`src/hw/rtl/bds_pkg.sv`:
```
// Shared constants, types and the per-byte rounding average for the 2x2 box downsampler.
// No dependencies; every other file imports this package.
package bds_pkg;

  localparam int MAX_OUT_WIDTH = 1024;
  localparam int PIX_W         = 32;
  localparam int CNT_W         = 11;
  localparam int CFG_IDX_W     = 1;
  localparam int CFG_DATA_W    = 11;
  localparam int LS_DEPTH      = 2 * MAX_OUT_WIDTH;
  localparam int ADDR_W        = $clog2(LS_DEPTH);

  typedef enum logic [CFG_IDX_W-1:0] {
    REG_OUT_WIDTH  = 1'b0,
    REG_OUT_HEIGHT = 1'b1
  } cfg_reg_t;

  typedef struct packed {
    logic [ADDR_W-1:0] addr;
    logic              row_odd;
    logic              col_odd;
    logic              row_last;
    logic              frame_last;
  } bds_ctrl_t;

  function automatic logic [PIX_W-1:0] avg_bytes(input logic [PIX_W-1:0] a,
                                                 input logic [PIX_W-1:0] b);
    logic [PIX_W-1:0] diff;
    diff = (a ^ b) & 32'hFEFE_FEFE;
    return (a | b) - (diff >> 1);
  endfunction

endpackage

```
`src/hw/rtl/bds_ctrl.sv`:
```
// Raster position tracking: source column/row phase and output column/row counters.
// Produces line store address and row/frame end flags per item. Depends on bds_pkg.
module bds_ctrl (
  input  logic                           clk,
  input  logic                           rst_n,
  input  logic                           advance,
  input  logic [bds_pkg::CNT_W-1:0]      out_width,
  input  logic [bds_pkg::CNT_W-1:0]      out_height,
  output bds_pkg::bds_ctrl_t             ctrl
);
  import bds_pkg::*;

  logic [CNT_W-1:0] column_count_r, column_count_nxt;
  logic [CNT_W-1:0] row_count_r, row_count_nxt;
  logic             col_phase_r, col_phase_nxt;
  logic             row_phase_r, row_phase_nxt;
  logic [CNT_W-1:0] w_eff, h_eff;
  logic             col_last, row_cnt_last;
  logic [CNT_W:0]   idx_full;

  always_comb begin
    if (out_width == '0) begin
      w_eff = CNT_W'(1);
    end else if (32'(out_width) > MAX_OUT_WIDTH) begin
      w_eff = CNT_W'(MAX_OUT_WIDTH);
    end else begin
      w_eff = out_width;
    end
    h_eff = (out_height == '0) ? CNT_W'(1) : out_height;
    col_last     = column_count_r >= (w_eff - CNT_W'(1));
    row_cnt_last = row_count_r >= (h_eff - CNT_W'(1));
    idx_full     = {column_count_r, col_phase_r};
  end

  always_comb begin
    if (32'(idx_full) >= LS_DEPTH) begin
      ctrl.addr = ADDR_W'(LS_DEPTH - 1);
    end else begin
      ctrl.addr = ADDR_W'(idx_full);
    end
    ctrl.row_odd    = row_phase_r;
    ctrl.col_odd    = col_phase_r;
    ctrl.row_last   = col_last;
    ctrl.frame_last = col_last && row_cnt_last;
  end

  always_comb begin
    column_count_nxt = column_count_r;
    row_count_nxt    = row_count_r;
    col_phase_nxt    = ~col_phase_r;
    row_phase_nxt    = row_phase_r;
    if (col_phase_r) begin
      if (col_last) begin
        column_count_nxt = '0;
        row_phase_nxt    = ~row_phase_r;
        if (row_phase_r) begin
          row_count_nxt = row_cnt_last ? '0 : CNT_W'(row_count_r + CNT_W'(1));
        end
      end else begin
        column_count_nxt = CNT_W'(column_count_r + CNT_W'(1));
      end
    end
  end

  always_ff @(posedge clk) begin
    if (!rst_n) begin
      column_count_r <= '0;
      row_count_r    <= '0;
      col_phase_r    <= 1'b0;
      row_phase_r    <= 1'b0;
    end else if (advance) begin
      column_count_r <= column_count_nxt;
      row_count_r    <= row_count_nxt;
      col_phase_r    <= col_phase_nxt;
      row_phase_r    <= row_phase_nxt;
    end
  end

`ifndef SYNTHESIS
  a_even_col_holds_counts: assert property (@(posedge clk) disable iff (!rst_n)
    advance && !col_phase_r |=> $stable(column_count_r) && $stable(row_count_r))
    else $error("counters moved on an even source column");

  a_row_phase_on_row_end: assert property (@(posedge clk) disable iff (!rst_n)
    advance && !(col_phase_r && col_last) |=> $stable(row_phase_r))
    else $error("row phase toggled away from a row end");

  a_row_count_on_odd_row: assert property (@(posedge clk) disable iff (!rst_n)
    advance && !row_phase_r |=> $stable(row_count_r))
    else $error("row count moved during an even source row");
`endif

endmodule

```
`config.mk`:
```
export PLATFORM = sky130hd
export DESIGN_NAME = bds_ctrl
export DESIGN_NICKNAME = d
export VERILOG_FILES = /design/src/hw/rtl/bds_pkg.sv /design/src/hw/rtl/bds_ctrl.sv
export SDC_FILE = /design/constraint.sdc
export NUM_CORES = 1
export LEC_CHECK = 0
export BUFFER_PORTS_ARGS = -buffer_cell sky130_fd_sc_hd__buf_4
export CAP_MARGIN = 20
export CORE_MARGIN = 2
export CORE_UTILIZATION = 35
export CTS_CLUSTER_SIZE = 14
export DETAILED_ROUTE_END_ITERATION = 7
export PLACE_DENSITY = 0.57
export SLEW_MARGIN = 15
export SYNTH_ARGS = -nofsm -noshare
export SYNTH_HDL_FRONTEND = slang
export SYNTH_SLANG_ARGS = --single-unit
```
`constraint.sdc`:
```
create_clock -name clk -period 9.46 [get_ports clk]
set_clock_uncertainty 0.2 [all_clocks]
set_input_delay 1.892 -clock clk [delete_from_list [all_inputs] [get_ports clk]]
set_output_delay 1.892 -clock clk [all_outputs]
set_load 0.02 [all_outputs]
```
==> run summary <==
Switching power: 0.0000653 W
Combinational fraction of design power: 19.8%
Min Hold Slack: 315 ps
Overflow after GRT: 0
Site row count: 28
Async set-reset flop share out of synthesis: 0%
Pwr per Cell Area: 100 nW/µm²
Initial Utilization: 35.7%
Storage element area: 480 µm²
Worst Tran Pin Value: 626 ps
Sequential element share of the synthesized area: 23.1%
Tightest Hold Check Type: register to register
Global-route wire length before repair: 8.20 mm
# Post-CTS Setup Buffers: 0
Residual DRC: 0
Yosys cell types: 44
Final setup viols: 0
Lkg Pwr: 1.09 nW
CP max FO: 11
Switching part of the total power: 26.2%
Pre-Repair DR Iteration Count: 4
Vias in the first global route: 1857
Clock power frac: 37.2%
Total core area: 5820 µm²
Die height: 81.0 µm
Final core occ: 42.8%
Internal: 0.000184 W
Number of synthesized flops with an enable pin: 0
Critical Path Start Type: input pin
Worst-Skew Late Latency: 270 ps
Area contributors post-synth: dfxtp_1, ha_1, xnor2_1
Hold-fix buffers, CTS: 0
Clock-pin slew on the worst setup and hold paths: 90 ps
Setup TNS: 0 ps
N_diodes: 0
Fin crit share: 80.8%
Share of layout cells above drive strength 1: 19.7%
Clk buf depth: 2
Fin. Hold Viols: 0
Peak VDD IR: 55.5 µV
Post_cts resized: 0
Total detailed-routing wirelength: 4.82 mm
Flop pwr share: 42.9%
Top FF cell, synth: dfxtp_1
Nets@finish: 352
Num CTS Buffers: 3
F_max: 131 MHz
P&R area growth vs syn: 19.9%
Clock root buffer: clkbuf_8
Mapped Area: 2080 µm²
Crit path kind: input pin to output pin
Post-Syn Instances: 266
Post-DP HPWL: 3.87 mm
Status: complete, no violations
Slew headroom: 57.2%
Max-Cap Viols: 0
Final non-filler cell total: 375
Clock sinks: 24
Initial DRC Count: 43
Data arrival, critical path: 5550 ps
Synth top area share: 23.1%
Tmin final: 7650 ps
RSZ-0062 raised after global routing: false
Syn_area_per_cell: 7.81 µm²
WL/cell: 12.8 µm
Filler cell count: 628
Multi-input gate area: 1530 µm²
GPL Wtd Cong: 0.769
Dpl cells: 371
I/O pin count: 40
Routed vias/inst: 5.23
Seq cells post-synth: 24
Die Area: 6570 µm²
Port buffer count: 39
Flop2flop setup slack: 6920 ps
Endpoint type of the worst setup path: output pin
Pin count of the biggest net entering global routing: 16
Initial antenna violation count: 0
Via count: 1962
Syn nets: 317
Yosys Warn Count: 0
CTS tree: built
Area leader, netlist: dfxtp_1
GRT Util Overall: 15.4%
Data required, critical path: 7370 ps
Final ANT Viol Nets: 0
Max-slew violations: 0
Die W: 81.0 µm
CTS H-tree lvls: 1
==> layout by cell type (no fill, tap or decap), types with 6 or more instances in the layout <==
master   count
a21oi_1     17
buf_4       39
dfxtp_1     24
ha_1        26
inv_1        6
nand2_1     26
nand3_1     12
nor2_1      29
nor2b_1      6
nor3_1       6
o21ai_0      9
or2_2       11
xnor2_1     16
xor2_1      10
==> registers in the layout, summed over array words and instances, names as in the netlist <==
register and flops:
column_count_r 11, col_phase_r 1, row_count_r 11, row_phase_r 1
==> cells by family (layout without fill, tap and decap cells) <==
family	Yosys count	after routing	synth area share, %
flip-flops	24	24	23.1
multiplexers	1	1	0.482
adder cells (fa/ha/maj)	26	26	15.7
AO/OA/AOI/OAI	57	57	18.0
XOR/XNOR	26	26	11.0
AND/OR/NAND/NOR	117	117	28.6
buffers and inverters	15	49	3.25
==> final timing paths <==
check / start / to / cells past startpoint
min: row_count_r[1] / row_count_r[1] / 2
max: out_width[2] / ctrl[0] / 17
max reg2reg: column_count_r[10] / row_count_r[7] / 7
min reg2reg: row_count_r[1] / row_count_r[1] / 2
==> stage by stage <==
| stage | instance area [µm²] | power (W) | setup slack, ps |
|---|---|---|---|
| 6_report | 2490 | 0.000249 | 1810 |
| 5_1_grt | 2490 | 0.000261 | 1490 |
| 4_1_cts | 2490 | 0.000251 | 1810 |
| 2_1_floorplan | 2080 | 0.000139 | 2130 |
| 3_5_place_dp | 2420 | 0.000159 | 1820 |
| 3_3_place_gp | 2420 | 0.000158 | 1900 |
==> layout make-up <==
cell class | count | area share [%]
multi-input cells | 227 | 61.4
clock buffers | 3 | 1.66
inverters | 6 | 0.905
flip-flops and latches | 24 | 19.3
repair buffers | 39 | 11.8
clock inverters | 1 | 1.21
well taps | 75 | 3.77
==> synth_stat cells, drive strengths merged, types with 2 or more instances <==
library cell and number:
nand2 26, o22ai 4, nor2 29, buf 3
a22o 3, ha 26, o31ai 4, o21ai 10
nand4 3, nor2b 6, or3 4, a21oi 18
a2111oi 3, a211oi 2, inv 6, xnor2 16
nand3 12, clkbuf 6, o21bai 2, or2 11
nor3 7, dfxtp 24, o21a 3, xor2 10
o22a 2, and3 5, or4 2, nor4 4
and4 2, nand2b 3, and2 2
==> per-layer routing <==
layer / routed length, µm / GRT usage, %
met2: 2400 / 28.8
met3: 211 / 2.89
met1: 2160 / 18.4
met4: 48 / 2.54
met5: 0 / 0
==> worst max-delay path, cell delays in order <==
cell and delay (ps):
buf_4 120, or4_4 540, or3_4 370, or3_1 340, nor2_1 100, o21bai_1 90
ha_1 330, nand2_1 100, o21ai_0 70, a21oi_1 170, ha_1 250, a21oi_1 150
o21ai_0 100, a21oi_1 380, and2_1 330, nor2_1 80, buf_4 170
==> power groups by stage <==
stage	sequential [W]	combinational [W]	clock, W
floorplan	0.000108	0.0000311	0
global placement	0.000109	0.0000490	0
detailed placement	0.000109	0.0000500	0
CTS	0.000107	0.0000502	0.0000942
global route	0.000107	0.0000561	0.0000980
finish	0.000107	0.0000494	0.0000927
Power figures use the tool's default switching activity.
